$ cat src/hdl/csc_pkg.sv
package csc_pkg;

  localparam int STACK_DEPTH = 16;
  localparam int LENGTH_BITS = 16;
  localparam int WIN         = 5;
  localparam int QUEUE_DEPTH = 4;

  localparam int LEVEL_W = $clog2(STACK_DEPTH + 1);
  localparam int SIDX_W  = $clog2(STACK_DEPTH);
  localparam int FILL_W  = $clog2(WIN + 1);
  localparam int WIDX_W  = $clog2(WIN);
  localparam int QIDX_W  = $clog2(QUEUE_DEPTH);
  localparam int QCNT_W  = $clog2(QUEUE_DEPTH + 1);

  localparam logic [LENGTH_BITS-1:0] LEN_MAX = {LENGTH_BITS{1'b1}};

  localparam logic [2:0] CFG_SET0 = 3'd0;
  localparam logic [2:0] CFG_SET1 = 3'd1;
  localparam logic [2:0] CFG_SET2 = 3'd2;
  localparam logic [2:0] CFG_SET3 = 3'd3;

  localparam logic [3:0] ERR_NONE      = 4'd0;
  localparam logic [3:0] ERR_ESC_END   = 4'd1;
  localparam logic [3:0] ERR_OCTAL     = 4'd2;
  localparam logic [3:0] ERR_STR_END   = 4'd3;
  localparam logic [3:0] ERR_EXP_END   = 4'd4;
  localparam logic [3:0] ERR_BAD_EXP   = 4'd5;
  localparam logic [3:0] ERR_CLOSE     = 4'd6;
  localparam logic [3:0] ERR_EXP_LINE  = 4'd7;
  localparam logic [3:0] ERR_OP_LINE   = 4'd8;
  localparam logic [3:0] ERR_COND_END  = 4'd9;
  localparam logic [3:0] ERR_LEN_OVF   = 4'd10;
  localparam logic [3:0] ERR_STACK_OVF = 4'd11;

  localparam logic [7:0] CH_DQUOTE = 8'h22;
  localparam logic [7:0] CH_SQUOTE = 8'h27;
  localparam logic [7:0] CH_BQUOTE = 8'h60;
  localparam logic [7:0] CH_BSLASH = 8'h5C;
  localparam logic [7:0] CH_SLASH  = 8'h2F;
  localparam logic [7:0] CH_TILDE  = 8'h7E;
  localparam logic [7:0] CH_PCT    = 8'h25;
  localparam logic [7:0] CH_DOLLAR = 8'h24;
  localparam logic [7:0] CH_LPAREN = 8'h28;
  localparam logic [7:0] CH_RPAREN = 8'h29;
  localparam logic [7:0] CH_LCURLY = 8'h7B;
  localparam logic [7:0] CH_RCURLY = 8'h7D;
  localparam logic [7:0] CH_EQ     = 8'h3D;
  localparam logic [7:0] CH_BANG   = 8'h21;
  localparam logic [7:0] CH_SPACE  = 8'h20;

  typedef enum logic [2:0] {
    CTX_PAREN = 3'd0,
    CTX_ROUND = 3'd1,
    CTX_CURLY = 3'd2,
    CTX_DQ    = 3'd3,
    CTX_SQ    = 3'd4,
    CTX_BQ    = 3'd5,
    CTX_RE    = 3'd6
  } ctx_t;

  typedef enum logic [1:0] {
    ST_FEED  = 2'b01,
    ST_DRAIN = 2'b10
  } state_t;

  typedef struct packed {
    logic [7:0] text;
    logic       eol;
    logic       term;
  } csc_word_t;

  typedef struct packed {
    logic [LEVEL_W-1:0] level;
    logic               drain;
    logic               done;
  } csc_status_t;

  function automatic logic is_space(input logic [7:0] c);
    return (c == CH_SPACE) || (c >= 8'h09 && c <= 8'h0D);
  endfunction

  function automatic logic is_digit(input logic [7:0] c);
    return c >= 8'h30 && c <= 8'h39;
  endfunction

  function automatic logic is_xdigit(input logic [7:0] c);
    return is_digit(c) || (c >= 8'h61 && c <= 8'h66) || (c >= 8'h41 && c <= 8'h46);
  endfunction

  function automatic ctx_t quote_ctx(input logic [7:0] c);
    return (c == CH_DQUOTE) ? CTX_DQ : ((c == CH_SQUOTE) ? CTX_SQ : CTX_BQ);
  endfunction

endpackage

$ cat src/hdl/csc_in_if.sv
interface csc_in_if;
  logic       valid;
  logic       ready;
  logic [7:0] text_byte;
  logic       end_of_line;

  modport source (output valid, output text_byte, output end_of_line, input ready);
  modport sink (input valid, input text_byte, input end_of_line, output ready);
endinterface

$ cat src/hdl/csc_out_if.sv
interface csc_out_if;
  logic        valid;
  logic        ready;
  logic [15:0] span_length;
  logic        failed;
  logic [3:0]  error_code;
  logic        unclosed_paren;

  modport source (output valid, output span_length, output failed, output error_code,
                  output unclosed_paren, input ready);
  modport sink (input valid, input span_length, input failed, input error_code,
                input unclosed_paren, output ready);
endinterface

$ cat src/hdl/csc_front.sv
module csc_front (
  input  logic                clk,
  input  logic                rst,
  input  logic                cfg_we,
  input  logic [2:0]          cfg_index,
  input  logic [63:0]         cfg_data,
  csc_in_if.sink              text,
  input  logic                q_full,
  output logic                q_push,
  output csc_pkg::csc_word_t  q_word,
  output logic                term_zero
);
  import csc_pkg::*;

  logic [63:0]  term_set [4];
  logic [255:0] term_map;

  always_ff @(posedge clk) begin
    if (rst) begin
      for (int i = 0; i < 4; i++) term_set[i] <= '0;
    end else if (cfg_we) begin
      case (cfg_index)
        CFG_SET0: term_set[0] <= cfg_data;
        CFG_SET1: term_set[1] <= cfg_data;
        CFG_SET2: term_set[2] <= cfg_data;
        CFG_SET3: term_set[3] <= cfg_data;
        default: ;
      endcase
    end
  end

  assign term_map = {term_set[3], term_set[2], term_set[1], term_set[0]};

  assign text.ready  = !q_full;
  assign q_push      = text.valid && !q_full;
  assign q_word.text = text.text_byte;
  assign q_word.eol  = text.end_of_line;
  // tag terminal bytes on the way in
  assign q_word.term = term_map[text.text_byte];
  // a byte past the line reads as code zero
  assign term_zero   = term_map[0];
endmodule

$ cat src/hdl/csc_queue.sv
module csc_queue (
  input  logic               clk,
  input  logic               rst,
  input  logic               push,
  input  csc_pkg::csc_word_t push_word,
  output logic               full,
  input  logic               pop,
  output csc_pkg::csc_word_t pop_word,
  output logic               nonempty
);
  import csc_pkg::*;

  csc_word_t          slots [QUEUE_DEPTH];
  logic [QIDX_W-1:0]  wr_ptr;
  logic [QIDX_W-1:0]  rd_ptr;
  logic [QCNT_W-1:0]  count;

  assign full     = count == QCNT_W'(QUEUE_DEPTH);
  assign nonempty = count != '0;
  assign pop_word = slots[rd_ptr];

  always_ff @(posedge clk) begin
    if (push) slots[wr_ptr] <= push_word;
  end

  always_ff @(posedge clk) begin
    if (rst) begin
      wr_ptr <= '0;
      rd_ptr <= '0;
      count  <= '0;
    end else begin
      if (push) wr_ptr <= wr_ptr + 1'b1;
      if (pop) rd_ptr <= rd_ptr + 1'b1;
      case ({push, pop})
        2'b10:   count <= count + 1'b1;
        2'b01:   count <= count - 1'b1;
        default: count <= count;
      endcase
    end
  end
endmodule

$ cat src/hdl/csc_back.sv
module csc_back (
  input  logic                 clk,
  input  logic                 rst,
  input  csc_pkg::csc_word_t   q_word,
  input  logic                 q_valid,
  output logic                 q_pop,
  input  logic                 term_zero,
  csc_out_if.source            result,
  output csc_pkg::csc_status_t status
);
  import csc_pkg::*;

  logic [7:0]             win [WIN];
  logic                   wterm [WIN];
  logic [FILL_W-1:0]      fill;
  logic [LEVEL_W-1:0]     level;
  ctx_t                   stack [STACK_DEPTH];
  logic [LENGTH_BITS-1:0] pos;
  logic                   regex;
  logic                   done;
  state_t                 state;

  logic                   go, feeding, active, ovf, append, eol_now, do_step;
  logic [7:0]             sw [WIN];
  logic                   st [WIN];
  logic [7:0]             a [WIN];
  logic                   p [WIN];
  logic [FILL_W-1:0]      sf;
  logic [LENGTH_BITS-1:0] sp;
  logic [LENGTH_BITS-1:0] here;
  ctx_t                   top;
  logic [7:0]             c, b1, q, e;
  logic                   t0;

  logic                   fin, fopen, want_push, pop_en, rx_next, stack_full;
  logic [3:0]             code;
  logic [2:0]             cons;
  ctx_t                   pctx;
  logic                   fin_any, fin_ovf, done_after;
  logic [7:0]             nw [WIN];
  logic                   nt [WIN];
  logic [3:0]             src;

  assign go      = !result.valid || result.ready;
  assign feeding = state == ST_FEED;
  assign q_pop   = go && feeding && q_valid;
  assign active  = q_pop || (go && state == ST_DRAIN);
  assign ovf     = !done && (pos >= LEN_MAX);
  assign append  = q_pop && !done && !ovf;
  assign fin_ovf = q_pop && ovf;
  assign eol_now = feeding ? q_word.eol : 1'b1;
  assign sf      = append ? fill + 1'b1 : fill;
  assign sp      = append ? pos + 1'b1 : pos;
  assign do_step = feeding ? (append && (q_word.eol || sf == FILL_W'(WIN))) : active;
  assign here    = sp - LENGTH_BITS'(sf);
  assign stack_full = level == LEVEL_W'(STACK_DEPTH);
  assign top     = (level == '0) ? CTX_PAREN : stack[SIDX_W'(level - 1'b1)];

  always_comb begin
    for (int i = 0; i < WIN; i++) begin
      if (append && fill == FILL_W'(i)) begin
        sw[i] = q_word.text;
        st[i] = q_word.term;
      end else begin
        sw[i] = win[i];
        st[i] = wterm[i];
      end
      p[i] = FILL_W'(i) >= sf;
      a[i] = p[i] ? 8'h00 : sw[i];
    end
  end

  assign c  = a[0];
  assign b1 = a[1];
  assign t0 = p[0] ? term_zero : st[0];

  always_comb begin
    case (top)
      CTX_DQ:  q = CH_DQUOTE;
      CTX_SQ:  q = CH_SQUOTE;
      CTX_BQ:  q = CH_BQUOTE;
      default: q = CH_SLASH;
    endcase
    e = (top == CTX_CURLY) ? CH_RCURLY : CH_RPAREN;
  end

  // one scan step on the current window
  always_comb begin
    fin       = 1'b0;
    code      = ERR_NONE;
    fopen     = 1'b0;
    cons      = 3'd0;
    want_push = 1'b0;
    pctx      = CTX_PAREN;
    pop_en    = 1'b0;
    rx_next   = regex;
    case (top)
      CTX_PAREN: begin
        if (p[0]) begin
          fin = 1'b1; code = t0 ? ERR_NONE : ERR_COND_END; fopen = level != '0;
        end else if (is_space(c)) begin
          cons = 3'd1;
        end else if (level == '0 && t0) begin
          fin = 1'b1;
        end else if (c == CH_LPAREN) begin
          want_push = 1'b1; pctx = CTX_PAREN; cons = 3'd1; rx_next = 1'b0;
        end else if (c == CH_RPAREN) begin
          if (level == '0) begin
            fin = 1'b1; code = ERR_CLOSE;
          end else begin
            pop_en = 1'b1; cons = 3'd1; rx_next = 1'b0;
          end
        end else if (c == CH_DOLLAR || c == CH_PCT) begin
          if (p[2]) begin
            fin = 1'b1; code = ERR_EXP_LINE;
          end else if (b1 == CH_LCURLY || (c == CH_DOLLAR && b1 == CH_LPAREN)) begin
            if (p[3]) begin
              fin = 1'b1; code = ERR_BAD_EXP;
            end else begin
              want_push = 1'b1; cons = 3'd2;
              pctx = (b1 == CH_LCURLY) ? CTX_CURLY : CTX_ROUND;
            end
          end else begin
            cons = 3'd1; rx_next = 1'b0;
          end
        end else if (c == CH_DQUOTE || c == CH_SQUOTE || c == CH_BQUOTE
                     || (regex && c == CH_SLASH)) begin
          rx_next = 1'b0; want_push = 1'b1; cons = 3'd1;
          pctx = (c == CH_SLASH) ? CTX_RE : quote_ctx(c);
        end else if (c == CH_EQ || c == CH_BANG) begin
          if (p[2]) begin
            fin = 1'b1; code = ERR_OP_LINE;
          end else if (b1 == CH_TILDE) begin
            rx_next = 1'b1; cons = 3'd2;
          end else begin
            rx_next = 1'b0; cons = 3'd1;
          end
        end else if (c < 8'h20) begin
          fin = 1'b1; code = t0 ? ERR_NONE : ERR_COND_END; fopen = level != '0;
        end else begin
          rx_next = 1'b0;
          if (c != CH_BSLASH) begin
            cons = 3'd1;
          end else if (p[2] || b1 < 8'h20) begin
            fin = 1'b1; code = t0 ? ERR_NONE : ERR_COND_END; fopen = level != '0;
          end else begin
            cons = 3'd2;
          end
        end
      end
      CTX_ROUND, CTX_CURLY: begin
        if (p[0]) begin
          fin = 1'b1; code = ERR_EXP_END;
        end else if (c == e) begin
          pop_en = 1'b1; cons = 3'd1;
        end else if (c == CH_LPAREN) begin
          want_push = 1'b1; pctx = CTX_ROUND; cons = 3'd1;
        end else if (c == CH_DQUOTE || c == CH_SQUOTE || c == CH_BQUOTE) begin
          want_push = 1'b1; pctx = quote_ctx(c); cons = 3'd1;
        end else if (c == CH_DOLLAR || c == CH_PCT) begin
          if (p[2]) begin
            fin = 1'b1; code = ERR_EXP_END;
          end else if (c == CH_PCT && b1 == CH_PCT) begin
            cons = 3'd2;
          end else if (b1 == CH_LCURLY || b1 == CH_LPAREN) begin
            if (p[3]) begin
              fin = 1'b1; code = ERR_BAD_EXP;
            end else begin
              want_push = 1'b1; cons = 3'd2;
              pctx = (b1 == CH_LCURLY) ? CTX_CURLY : CTX_ROUND;
            end
          end else begin
            cons = 3'd1;
          end
        end else if (c != CH_BSLASH) begin
          cons = 3'd1;
        end else if (p[2] || b1 < 8'h20) begin
          fin = 1'b1; code = ERR_EXP_END;
        end else begin
          cons = 3'd2;
        end
      end
      default: begin
        if (p[0]) begin
          fin = 1'b1; code = ERR_STR_END;
        end else if (c == q) begin
          pop_en = 1'b1; cons = 3'd1;
        end else if (c != CH_BSLASH) begin
          cons = 3'd1;
        end else if (p[2] || b1 < 8'h20) begin
          fin = 1'b1; code = ERR_ESC_END;
        end else if (!is_digit(b1)) begin
          cons = 3'd2;
        end else if (top == CTX_RE) begin
          cons = 3'd1;
        end else if (p[4]) begin
          fin = 1'b1; code = ERR_ESC_END;
        end else if (top == CTX_SQ && is_xdigit(a[2])) begin
          cons = 3'd3;
        end else if (!is_digit(a[2]) || !is_digit(a[3])) begin
          fin = 1'b1; code = ERR_OCTAL;
        end else begin
          cons = 3'd4;
        end
      end
    endcase
    if (want_push && stack_full) begin
      fin = 1'b1; code = ERR_STACK_OVF; fopen = 1'b0; cons = 3'd0; want_push = 1'b0;
    end
  end

  // shift out consumed bytes
  always_comb begin
    for (int i = 0; i < WIN; i++) begin
      src = 4'(i) + 4'(cons);
      if (src < 4'(WIN)) begin
        nw[i] = sw[WIDX_W'(src)];
        nt[i] = st[WIDX_W'(src)];
      end else begin
        nw[i] = 8'h00;
        nt[i] = 1'b0;
      end
    end
  end

  assign fin_any    = fin_ovf || (do_step && fin);
  assign done_after = done || fin_any;

  always_ff @(posedge clk) begin
    if (do_step) begin
      for (int i = 0; i < WIN; i++) begin
        win[i]   <= nw[i];
        wterm[i] <= nt[i];
      end
      if (want_push) stack[SIDX_W'(level)] <= pctx;
    end else if (append) begin
      for (int i = 0; i < WIN; i++) begin
        win[i]   <= sw[i];
        wterm[i] <= st[i];
      end
    end
  end

  always_ff @(posedge clk) begin
    if (fin_any) begin
      result.span_length    <= 16'(fin_ovf ? LEN_MAX : here);
      result.failed         <= fin_ovf || code != ERR_NONE;
      result.error_code     <= fin_ovf ? ERR_LEN_OVF : code;
      result.unclosed_paren <= fin_ovf ? 1'b0 : fopen;
    end
  end

  always_ff @(posedge clk) begin
    if (rst) begin
      state        <= ST_FEED;
      fill         <= '0;
      level        <= '0;
      pos          <= '0;
      regex        <= 1'b0;
      done         <= 1'b0;
      result.valid <= 1'b0;
    end else begin
      if (result.valid && result.ready) result.valid <= 1'b0;
      if (fin_any) result.valid <= 1'b1;
      if (do_step) begin
        fill  <= sf - FILL_W'(cons);
        pos   <= sp;
        regex <= rx_next;
        done  <= fin;
        if (want_push) level <= level + 1'b1;
        else if (pop_en) level <= level - 1'b1;
      end else if (append) begin
        fill <= sf;
        pos  <= sp;
      end
      if (fin_ovf) done <= 1'b1;
      if (active && eol_now) begin
        if (done_after) begin
          // line over: drop everything but the terminal set
          state <= ST_FEED;
          fill  <= '0;
          level <= '0;
          pos   <= '0;
          regex <= 1'b0;
          done  <= 1'b0;
        end else begin
          state <= ST_DRAIN;
        end
      end
    end
  end

  assign status.level = level;
  assign status.drain = state == ST_DRAIN;
  assign status.done  = done;
endmodule

$ cat src/hdl/condition_span_scanner.sv
// Condition span scanner.
// text: one byte of a condition line per word, end_of_line marks the last one.
// result: one word per line, the span length on success, or the failing offset
//   with failed set and an error code; both carry the unclosed-paren flag.
// cfg_we/cfg_index/cfg_data write the four 64-bit terminal-set bitmaps; write
//   them only while no line is in flight.
// Throughput: one text word per cycle within a line while the queue is not
//   full. Each byte is taken into a four-deep queue; the back end appends it
//   to a five-byte window and, when the window fills or the line ends, runs
//   one scan step in the same cycle. After the last byte of an undecided line
//   the back end drains the window one step per cycle while the result is
//   not stalled, and pops nothing meanwhile; the queue keeps taking bytes
//   of the next line until it is full.
// The result word is registered at the end of the cycle whose scan step
//   decides it.
// Reset clears the terminal sets, the queue, the scan state and result.valid.
// When the receiver stalls the result holds; the back end waits, the queue
//   fills and text.ready drops once it is full.
module condition_span_scanner (
  input  logic        clk,
  input  logic        rst,
  input  logic        cfg_we,
  input  logic [2:0]  cfg_index,
  input  logic [63:0] cfg_data,
  csc_in_if.sink      text,
  csc_out_if.source   result
);
  import csc_pkg::*;

  csc_word_t   push_word;
  csc_word_t   pop_word;
  logic        q_push, q_full, q_pop, q_nonempty, term_zero;
  csc_status_t status;

  csc_front u_front (
    .clk       (clk),
    .rst       (rst),
    .cfg_we    (cfg_we),
    .cfg_index (cfg_index),
    .cfg_data  (cfg_data),
    .text      (text),
    .q_full    (q_full),
    .q_push    (q_push),
    .q_word    (push_word),
    .term_zero (term_zero)
  );

  csc_queue u_queue (
    .clk       (clk),
    .rst       (rst),
    .push      (q_push),
    .push_word (push_word),
    .full      (q_full),
    .pop       (q_pop),
    .pop_word  (pop_word),
    .nonempty  (q_nonempty)
  );

  csc_back u_back (
    .clk       (clk),
    .rst       (rst),
    .q_word    (pop_word),
    .q_valid   (q_nonempty),
    .q_pop     (q_pop),
    .term_zero (term_zero),
    .result    (result),
    .status    (status)
  );

  a_level_bound: assert property (@(posedge clk) disable iff (rst)
    status.level <= LEVEL_W'(STACK_DEPTH))
    else $error("context stack level beyond depth");

  a_drain_open: assert property (@(posedge clk) disable iff (rst)
    status.drain |-> !status.done)
    else $error("draining a line that is already decided");

  a_reset_quiet: assert property (@(posedge clk)
    rst |=> !result.valid)
    else $error("result valid right after reset");
endmodule

$ cat src/flat_wrapper.sv
// flat-port wrapper written by rule: the top's interface ports become plain ports
module condition_span_scanner_flat import csc_pkg::*;
  (clk, rst, cfg_we, cfg_index, cfg_data, text_valid, text_text_byte, text_end_of_line, text_ready, result_valid, result_span_length, result_failed, result_error_code, result_unclosed_paren, result_ready);
  csc_in_if text_i ();
  csc_out_if result_i ();
  input  logic clk;
  input  logic rst;
  input  logic cfg_we;
  input  logic [2:0] cfg_index;
  input  logic [63:0] cfg_data;
  input wire logic [$bits(text_i.valid)-1:0] text_valid;
  input wire logic [$bits(text_i.text_byte)-1:0] text_text_byte;
  input wire logic [$bits(text_i.end_of_line)-1:0] text_end_of_line;
  output wire logic [$bits(text_i.ready)-1:0] text_ready;
  output wire logic [$bits(result_i.valid)-1:0] result_valid;
  output wire logic [$bits(result_i.span_length)-1:0] result_span_length;
  output wire logic [$bits(result_i.failed)-1:0] result_failed;
  output wire logic [$bits(result_i.error_code)-1:0] result_error_code;
  output wire logic [$bits(result_i.unclosed_paren)-1:0] result_unclosed_paren;
  input wire logic [$bits(result_i.ready)-1:0] result_ready;
  assign text_i.valid = text_valid;
  assign text_i.text_byte = text_text_byte;
  assign text_i.end_of_line = text_end_of_line;
  assign text_ready = text_i.ready;
  assign result_valid = result_i.valid;
  assign result_span_length = result_i.span_length;
  assign result_failed = result_i.failed;
  assign result_error_code = result_i.error_code;
  assign result_unclosed_paren = result_i.unclosed_paren;
  assign result_i.ready = result_ready;
  condition_span_scanner u_core (.clk(clk), .rst(rst), .cfg_we(cfg_we), .cfg_index(cfg_index), .cfg_data(cfg_data), .text(text_i), .result(result_i));
endmodule
$ cat config.mk
export PLATFORM = sky130hd
export DESIGN_NAME = condition_span_scanner_flat
export DESIGN_NICKNAME = d
export VERILOG_FILES = /design/src/hdl/csc_pkg.sv /design/src/hdl/csc_in_if.sv /design/src/hdl/csc_out_if.sv /design/src/hdl/csc_front.sv /design/src/hdl/csc_queue.sv /design/src/hdl/csc_back.sv /design/src/hdl/condition_span_scanner.sv /design/src/flat_wrapper.sv
export SDC_FILE = /design/constraint.sdc
export NUM_CORES = 1
export LEC_CHECK = 0
export ABC_AREA = 0
export ABC_CLOCK_PERIOD_IN_PS = 6600
export BUFFER_PORTS_ARGS = -buffer_cell sky130_fd_sc_hd__clkbuf_2
export CAP_MARGIN = 0
export CORE_UTILIZATION = 35
export CTS_BUF_LIST = sky130_fd_sc_hd__clkbuf_4 sky130_fd_sc_hd__clkbuf_8
export CTS_CLUSTER_SIZE = 24
export DETAILED_ROUTE_END_ITERATION = 6
export HOLD_SLACK_MARGIN = 0.08
export PLACE_DENSITY_LB_ADDON = 0.05
export SLEW_MARGIN = 30
export SYNTH_ARGS = -nofsm -noshare
export SYNTH_HDL_FRONTEND = slang
export SYNTH_HIERARCHICAL = 1
export SYNTH_SLANG_ARGS = --single-unit
$ cat constraint.sdc
create_clock -name clk -period 6.6 [get_ports clk]
set_input_delay 0.66 -clock clk [delete_from_list [all_inputs] [get_ports clk]]
set_output_delay 0.66 -clock clk [all_outputs]
set_load 0.01 [all_outputs]
Word level (Yosys, flattened, before mapping)
Memory sizes are Yosys's and may differ from the RTL's. A register that Yosys moved wholly into a read port is not among the register bits.
Cells that the tools add are included.
{ "totals": {"ff_bits": 58, "ram_bits": 389, "out_inout_bits": 24, "elab_cells": 507, "mem_count": 5} }
{ "classes": {"add_sub_neg": 14, "order_cmp": 31, "eq_ne": 38, "n_mux": 321, "bitwise_logic": 20, "reduce_logical": 64} }
{ "mem_list": {"columns": ["name", "depth", "word_bits", "read_ports", "rd_clocked_by_memory_dff", "wr", "line", "source"], "rows": [
  ["u_core.u_front.term_set", 4, 64, 4, 0, 4, "csc_front.sv:15", "logic [63:0] term_set [4];"],
  ["u_core.u_back.stack", 16, 3, 1, 0, 1, "csc_back.sv:17", "ctx_t stack [STACK_DEPTH];"],
  ["u_core.u_back.win", 5, 8, 5, 0, 5, "csc_back.sv:13", "logic [7:0] win [WIN];"],
  ["u_core.u_queue.slots", 4, 10, 1, 1, 1, "csc_queue.sv:13", "csc_word_t slots [QUEUE_DEPTH];"],
  ["u_core.u_back.wterm", 5, 1, 5, 0, 5, "csc_back.sv:14", "logic wterm [WIN];"]
]} }
{ "ops": {"columns": ["operator", "count"], "rows": [
  ["two-way mux 64 bit", 4],
  ["two-way mux 8 bit", 29],
  ["two-way mux 3 bit", 57],
  ["two-way mux 1 bit", 157],
  ["binary-select mux 8 bit (select 3 bit)", 5],
  ["equality test 8 x 6 -> 1 bit (second input constant)", 12],
  ["two-way mux 4 bit", 22],
  ["two-way mux 16 bit", 5],
  ["two-way mux 2 bit", 22],
  ["logical AND 1 bit", 29],
  ["two-way mux 5 bit", 5],
  ["equality test 8 x 7 -> 1 bit (second input constant)", 3],
  [">= comparator 8 x 6 -> 1 bit (second input constant)", 3],
  ["less-or-equal comparator 8 x 6 -> 1 bit (second input constant)", 3],
  ["one-hot mux 7 bit (3 select lines)", 1],
  [">= comparator 4 bit (second input constant)", 5],
  ["inverter 3 -> 4 bit", 5],
  ["equality test 3 x 2 -> 1 bit (second input constant)", 6],
  ["equality test 3 bit (second input constant)", 6],
  ["logical OR 1 bit", 18],
  ["one-hot mux 3 bit (2 select lines)", 3],
  ["adder 16 x 1 -> 16 bit (second input constant)", 1],
  [">= comparator 16 bit (second input constant)", 1],
  [">= comparator 8 x 7 -> 1 bit (second input constant)", 2],
  ["other kinds (43)", 84]
]} }

Logic depth before layout (Yosys ltp)
Gate-level depths: netlist of run 1.
{ "logic_depth": {"ltp_word": 31, "mapped_depth": 23, "mapped_depth_nobuf": 18} }

Modules after synthesis
The synthesis of run 1 kept the hierarchy.
{ "modules_own_cells": {"columns": ["module", "instances", "cells_each", "area_per_inst_um2"], "rows": [
  ["csc_front", 1, 778, 11786.3],
  ["csc_back", 1, 1190, 11066.9],
  ["csc_queue", 1, 95, 1869.3]
]} }

Worst setup path before layout of run 1
OpenSTA, ideal clock, no wires.
{ "synth_path": {"kind": "register to register", "start": "register u_core.u_back.level[0]", "end": "memory u_core.u_back.win[1][1] (netlist: u_core/u_back/win[0][9]) (data pin)", "t_arrival_ns": 5.352, "required_ns": 6.331, "path_slack_ns": 0.979, "path_stages_with_launch": 24, "path_buffers": 7, "period_less_slack_ns": 5.621, "path_cell_list": "dfxtp_1 > buf_4 > buf_4 > inv_1 > ha_1 > clkbuf_1 > mux4_2 > mux2i_1 > o22a_1 > nand4_1 > nor4b_2 > nand3_1 > a31o_1 > buf_4 > nand3_2 > inv_2 > buf_2 > buf_2 > ha_1 > xnor2_1 > clkbuf_1 > nor2_1 > a221oi_1 > o22ai_1"} }
{ "synth_lines": {"columns": ["element", "line", "source"], "rows": [
  ["from (decl)", "csc_back.sv:16", "logic [LEVEL_W-1:0] level;"],
  ["from (signal assigned)", "csc_back.sv:270", "if (want_push) level <= level + 1'b1;"],
  ["from (signal assigned)", "csc_back.sv:271", "else if (pop_en) level <= level - 1'b1;"],
  ["to (decl)", "csc_back.sv:13", null]
]} }

==> results of run 1 <==
## placed cells by master (no fill, tap or decap), types with 10 or more instances in the layout
cell and n:
clkbuf_2 102, o211ai_1 15, nor2_1 117, nand3_1 38
nor4_1 15, mux4_2 54, a211oi_1 13, mux2i_1 149
o22ai_1 49, and3_1 21, nand4_1 22, mux2_2 29
nor2b_1 17, dfxtp_1 38, xor2_1 26, o21ai_0 73
a21oi_1 45, o31ai_1 11, xnor2_1 22, a31oi_1 17
a22oi_1 19, or3_1 10, and2_1 268, inv_1 32
clkbuf_8 88, edfxtp_1 411, a21o_1 10, clkbuf_4 33
clkinv_1 19, ha_1 27, buf_4 62, nand2_1 109
nand3b_1 16, nor3_1 61, nand2b_1 24, o32ai_1 11
## sequential cells by signal (all words and copies together), names as in the netlist, named ones only
name                                 count
u_core/u_queue/rd_ptr                    2
u_core/u_back/regex                      1
u_core/u_back/wterm                      5
u_core/u_queue/count                     3
u_core/u_back/result.span_length        16
u_core/u_queue/wr_ptr                    2
u_core/u_back/win                       40
u_core/u_back/fill                       3
u_core/u_back/pos                       16
u_core/u_back/state                      2
u_core/u_back/level                      5
u_core/u_queue/slots                    40
u_core/u_back/result.unclosed_paren      1
u_core/u_back/result.valid               1
u_core/u_front/term_set                256
u_core/u_back/stack                     48
u_core/u_back/result.error_code          4
u_core/u_back/result.failed              1
u_core/u_back/done                       1
## layer usage
metal  vias up  GRT usage (%)  share of wire (%)
li1       8071              -                  -
met1      8741           27.2                 42
met2       472           37.5                 50
met3       149           3.36                4.6
met4        14           7.31                2.9
met5         -              0               0.11
## layout make-up
type	instances	area, um^2
fill	6763	41900
sequential	449	13100
multi-input combinational	1443	10800
clock buffer	121	1460
tap	940	1180
timing repair buffer	171	1120
clock inverter	30	183
inverter	35	131
antenna	1	2.50
## stage by stage
stage	hold WS, ns	instances	instance area (um^2)
after floorplan	0.461	2062	24700
after global placement	0.477	3033	26300
after detailed placement	0.505	3037	26300
after CTS	0.182	3188	28000
after global routing	0.206	3190	28000
final	0.242	3190	28000
## power by group through the flow
stage	Sequential (mW)	Combinational (mW)	Clock, mW
CTS	4.09	5.08	2.76
global placement	4.14	5.10	0
finish	4.09	5.09	2.66
detailed placement	4.15	5.05	0
floorplan	4.05	3.40	0
global route	4.14	5.49	2.88
## worst paths after layout
kind,startpoint,end
worst max register to register,u_core/u_back/pos[0],u_core/u_back/wterm[0][3]
worst min register to register,u_core/u_back/state[0],u_core/u_back/state[0]
worst min-delay path,text_end_of_line,u_core/u_queue/slots[0][1]
worst max-delay path,u_core/u_back/pos[0],u_core/u_back/wterm[0][3]
==> results.cfg, run 1 <==
[outcome]
run_status = completed

[sta]
setup_ws_ns = 0.582
hold_violations = 0
slew_viol_final = 0
rsz0062_at_grt = false
worst_pin_slew_ns = 0.925
finalClockSkew_ns = 0.0452
period_minus_slack_ns = 6.02
setup-violations-final = 0
period_share_pct = 91.2
fmax_mhz = 166
slew_headroom_pct = 37.9
fin_tns_setup_ns = 0

[worst_hold_path]
hold_depth = 1
min_path_type = in2reg

[flow_run]
max_cap_violations = 0

[critical_path]
critPathMaxFanout = 49
crit_required_ns = 7.02
path_class = reg2reg
crit_arrival_ns = 6.44
crit_slowest_cell = mux2i_2
critPathTopFamily = compound AO/OA/AOI/OAI gates
path_buf_inv = 3
crit_cells = 18
max_stage_delay_ns = 0.66
endpoint_kind = register
reg2regPathDepth = 18
path_cells = ha_1, nand3_1, or2_2, o21ai_2, mux2i_2, buf_4, nor3_1, a211oi_1, nand4b_1, a31oi_1, nand3_2, buf_12, ha_1, ha_1, buf_4, nor2_1, a221oi_1, o22ai_1
cpMostUsedCell = ha_1
ff2ff_setup_slack_ns = 0.58
worstSetupStartpointType = register

[global_routing]
overflow = 0
grt_max_degree = 65
grtUsageTotal_pct = 21.5
antenna_found_initial = 9
grt_pass1_wl_um = 115000
grt_pass1_vias = 17762

[floorplan]
start_util_pct = 35.4
boundaryPins = 105
core-area_mm2 = 0.0699
fp.dieArea_mm2 = 0.0717
die_h_um = 268
fp.dieW_um = 268
num_rows = 97

[power]
p_leak_nw = 10.3
swShare_pct = 40.6
cell_internal_pwr_mw = 7.03
power_frac_comb_pct = 43.0
seq_power_share_pct = 34.5
pwr-share-clk_pct = 22.5
p_sw_mw = 4.81
power_density_mw_per_mm2 = 423
totalPowerFinal_mw = 11.8
ir_drop_v = 0.000204

[yosys]
syn_nets = 2173
postSynthCellCount = 2062
synth_warnings = 6
avgSynthCellArea_um2 = 12.0
synth_area_mm2 = 0.0247

[routing]
postRouteAntennaNets = 0
wl_per_cell_um = 24.1
dr.pass1.iters = 5
drt-vias-per-instance = 5.47
vias = 17447
drtIter0Drc = 1236
wl_um = 76800
drc = 0

[clock_tree]
clk_pin_slew_ns = 0.06
clock_latency_ns = 0.69
cts.path.max_buffers = 3
root_buffer = clkbuf_8
post-cts-setup-buffers = 0
cts_buffers = 83
ctsResizeCount = 0
clkSinkCount = 449
htreeDepth = 3
cts_hold_buf = 0
cts_tree = done

[finish]
final_nets = 2294
drive_above_1_share_pct = 19.3
finalCoreUtilization_pct = 40.1
synthToLayoutAreaGrowth_pct = 13.3

[placement]
io_buffers = 104
dpl.hpwl_um = 53700
place.gp.congestion = 0.959
pre_cts_ws_ns = 0.665
No activity file was read; power rests on OpenSTA's default activity.
==> inputs of run 2 (changes only) <==
--- a/config.mk
+++ b/config.mk
@@ -5,7 +5,7 @@
 export SDC_FILE = /design/constraint.sdc
 export NUM_CORES = 1
 export LEC_CHECK = 0
-export ABC_AREA = 0
+export ABC_AREA = 1
 export ABC_CLOCK_PERIOD_IN_PS = 6600
 export BUFFER_PORTS_ARGS = -buffer_cell sky130_fd_sc_hd__clkbuf_2
 export CAP_MARGIN = 0
==> results.cfg, run 2 <==
[placement]
place.gp.congestion = 0.919
io_buffers = 104
dpl.hpwl_um = 51500
numPlacedInstances = 3767

[outcome]
run_status = finished with violations
violations = DRC

[finish]
finalCoreUtilization_pct = 39.5
largest_register_ffs = 256
final_nets = 3033
synthToLayoutAreaGrowth_pct = 11.4
layout_common_cells = 728 x nand2_1, 425 x nand3_1, 411 x edfxtp_1
largest_register = u_core/u_front/term_set
n_fill_cell = 7188
instances_no_fill = 3907
drive_above_1_share_pct = 12.4
final_common_cell = nand2_1
reg_top3 = u_core/u_front/term_set (256), u_core/u_back/stack (48)

[critical_path]
crit_required_ns = 7.05
path_class = reg2reg
r2r_start = u_core/u_queue/count[0]
endpoint_kind = register
crit_arrival_ns = 5.91
critPathMaxFanout = 21
ff2ff_setup_slack_ns = 1.14
reg2reg_to = u_core/u_back/win[0][20]
worstSetupStartpointType = register
reg2regPathDepth = 26

[sta]
fin_tns_setup_ns = 0
holdWs_ns = 0.198
fmax_mhz = 183
period_minus_slack_ns = 5.46
hold_violations = 0
slew_viol_final = 0
finalClockSkew_ns = 0.0327
period_share_pct = 82.8
rsz0062_at_grt = false
slew_headroom_pct = 35.6
worst_pin_slew_ns = 0.965
setup-violations-final = 0

[clock_tree]
clock_latency_ns = 0.71
clk_pin_slew_ns = 0.07
root_buffer = clkbuf_8
post-cts-setup-buffers = 0
clkSinkCount = 449
ctsResizeCount = 0
cts_buffers = 84
cts_tree = done
cts.path.max_buffers = 3
cts_hold_buf = 0
htreeDepth = 3

[routing]
drc = 6
wl_per_cell_um = 20.0
drtIter0Drc = 1773
wl_um = 78000
drt-vias-per-instance = 5.12
vias = 20016
dr.pass1.iters = 7
postRouteAntennaNets = 0

[global_routing]
grt_pass1_vias = 19622
use_met3_pct = 3.60
overflow = 0
antenna_found_initial = 2
grt_pass1_wl_um = 119000
grtUsageTotal_pct = 22.1
grt_use_met1_pct = 29.6
use_met2_pct = 36.0
grt_max_degree = 87
busiest_layer = met2

[floorplan]
fp.dieW_um = 266
fp.dieArea_mm2 = 0.0706
boundaryPins = 105
start_util_pct = 35.4
num_rows = 96
core-area_mm2 = 0.0687
die_h_um = 266

[worst_hold_path]
min_path_type = in2reg
min-delay-start = text_end_of_line
min_to = u_core/u_queue/slots[0][1]
hold_depth = 1

[yosys]
avgSynthCellArea_um2 = 8.60
postSynthCellCount = 2830
synth_area_mm2 = 0.0243
synth_warnings = 6
syn_nets = 2941

[flow_run]
max_cap_violations = 0
-- run 2: critical path: stages (launching register included) --
cell	delay, ns
dfxtp_1	0.41
nor2_1	0.06
nand2_1	0.20
nand3_2	0.17
nor2_4	0.12
buf_4	0.28
o21ai_2	0.26
nand2_1	0.14
nand2_2	0.14
nand2_1	0.31
nand2_1	0.26
inv_1	0.24
o21ai_0	0.22
inv_1	0.16
nand2_1	0.12
nand2_1	0.07
inv_1	0.04
nor2_1	0.09
a21oi_1	0.08
a21oi_2	0.15
nand2_2	0.15
ha_1	0.36
clkinv_1	0.31
nor2_2	0.51
nand3_1	0.19
nand4_1	0.12
nand2_1	0.06
-- run 2: how the worst max path moves through the flow --
stage / end / depth (start not counted) / slack, ns / startpoint
final: u_core/u_back/win[0][20] / 26 / 1.14 / u_core/u_queue/count[0]
after global routing: u_core/u_back/win[0][17] / 24 / 0.72 / u_core/u_back/pos[0]
after CTS: u_core/u_back/win[0][20] / 26 / 1.14 / u_core/u_queue/count[0]
after detailed placement: u_core/u_back/win[0][20] / 27 / 0.95 / result_ready
after global placement: u_core/u_back/win[0][20] / 27 / 1.02 / result_ready
after floorplan: u_core/u_front/term_set[3][0] / 3 / 0.73 / cfg_index[2]
-- run 2: cell type report --
| type | instances | area, um^2 | share of cell area [%] |
|---|---|---|---|
| antenna | 1 | 2.50 | 0.00923 |
| clock buffer | 114 | 1420 | 5.23 |
| clock inverter | 25 | 180 | 0.665 |
| inverter | 246 | 925 | 3.41 |
| multi-input combinational | 1989 | 9420 | 34.8 |
| sequential | 449 | 13100 | 48.3 |
| tap | 931 | 1160 | 4.30 |
| timing repair buffer | 152 | 896 | 3.30 |
-- run 2: metrics by stage --
stage               setup WS (ns)  area [um^2]
floorplan                   0.728        24300
global route                0.720        27100
finish                       1.14        27100
CTS                          1.14        27100
global placement             1.02        25500
detailed placement          0.948        25500
-- run 2: per-layer routing --
layer / share of wire [%] / vias to the layer above / routed length (um)
li1: - / 9661 / -
met3: 5.9 / 146 / 4610
met2: 47 / 655 / 36500
met5: 0 / - / 0
met1: 44 / 9554 / 34400
met4: 3.2 / 0 / 2530
Power of run 2 is not shown: default switching activity piles up to over one toggle a cycle in this logic, so the estimate is an artifact.
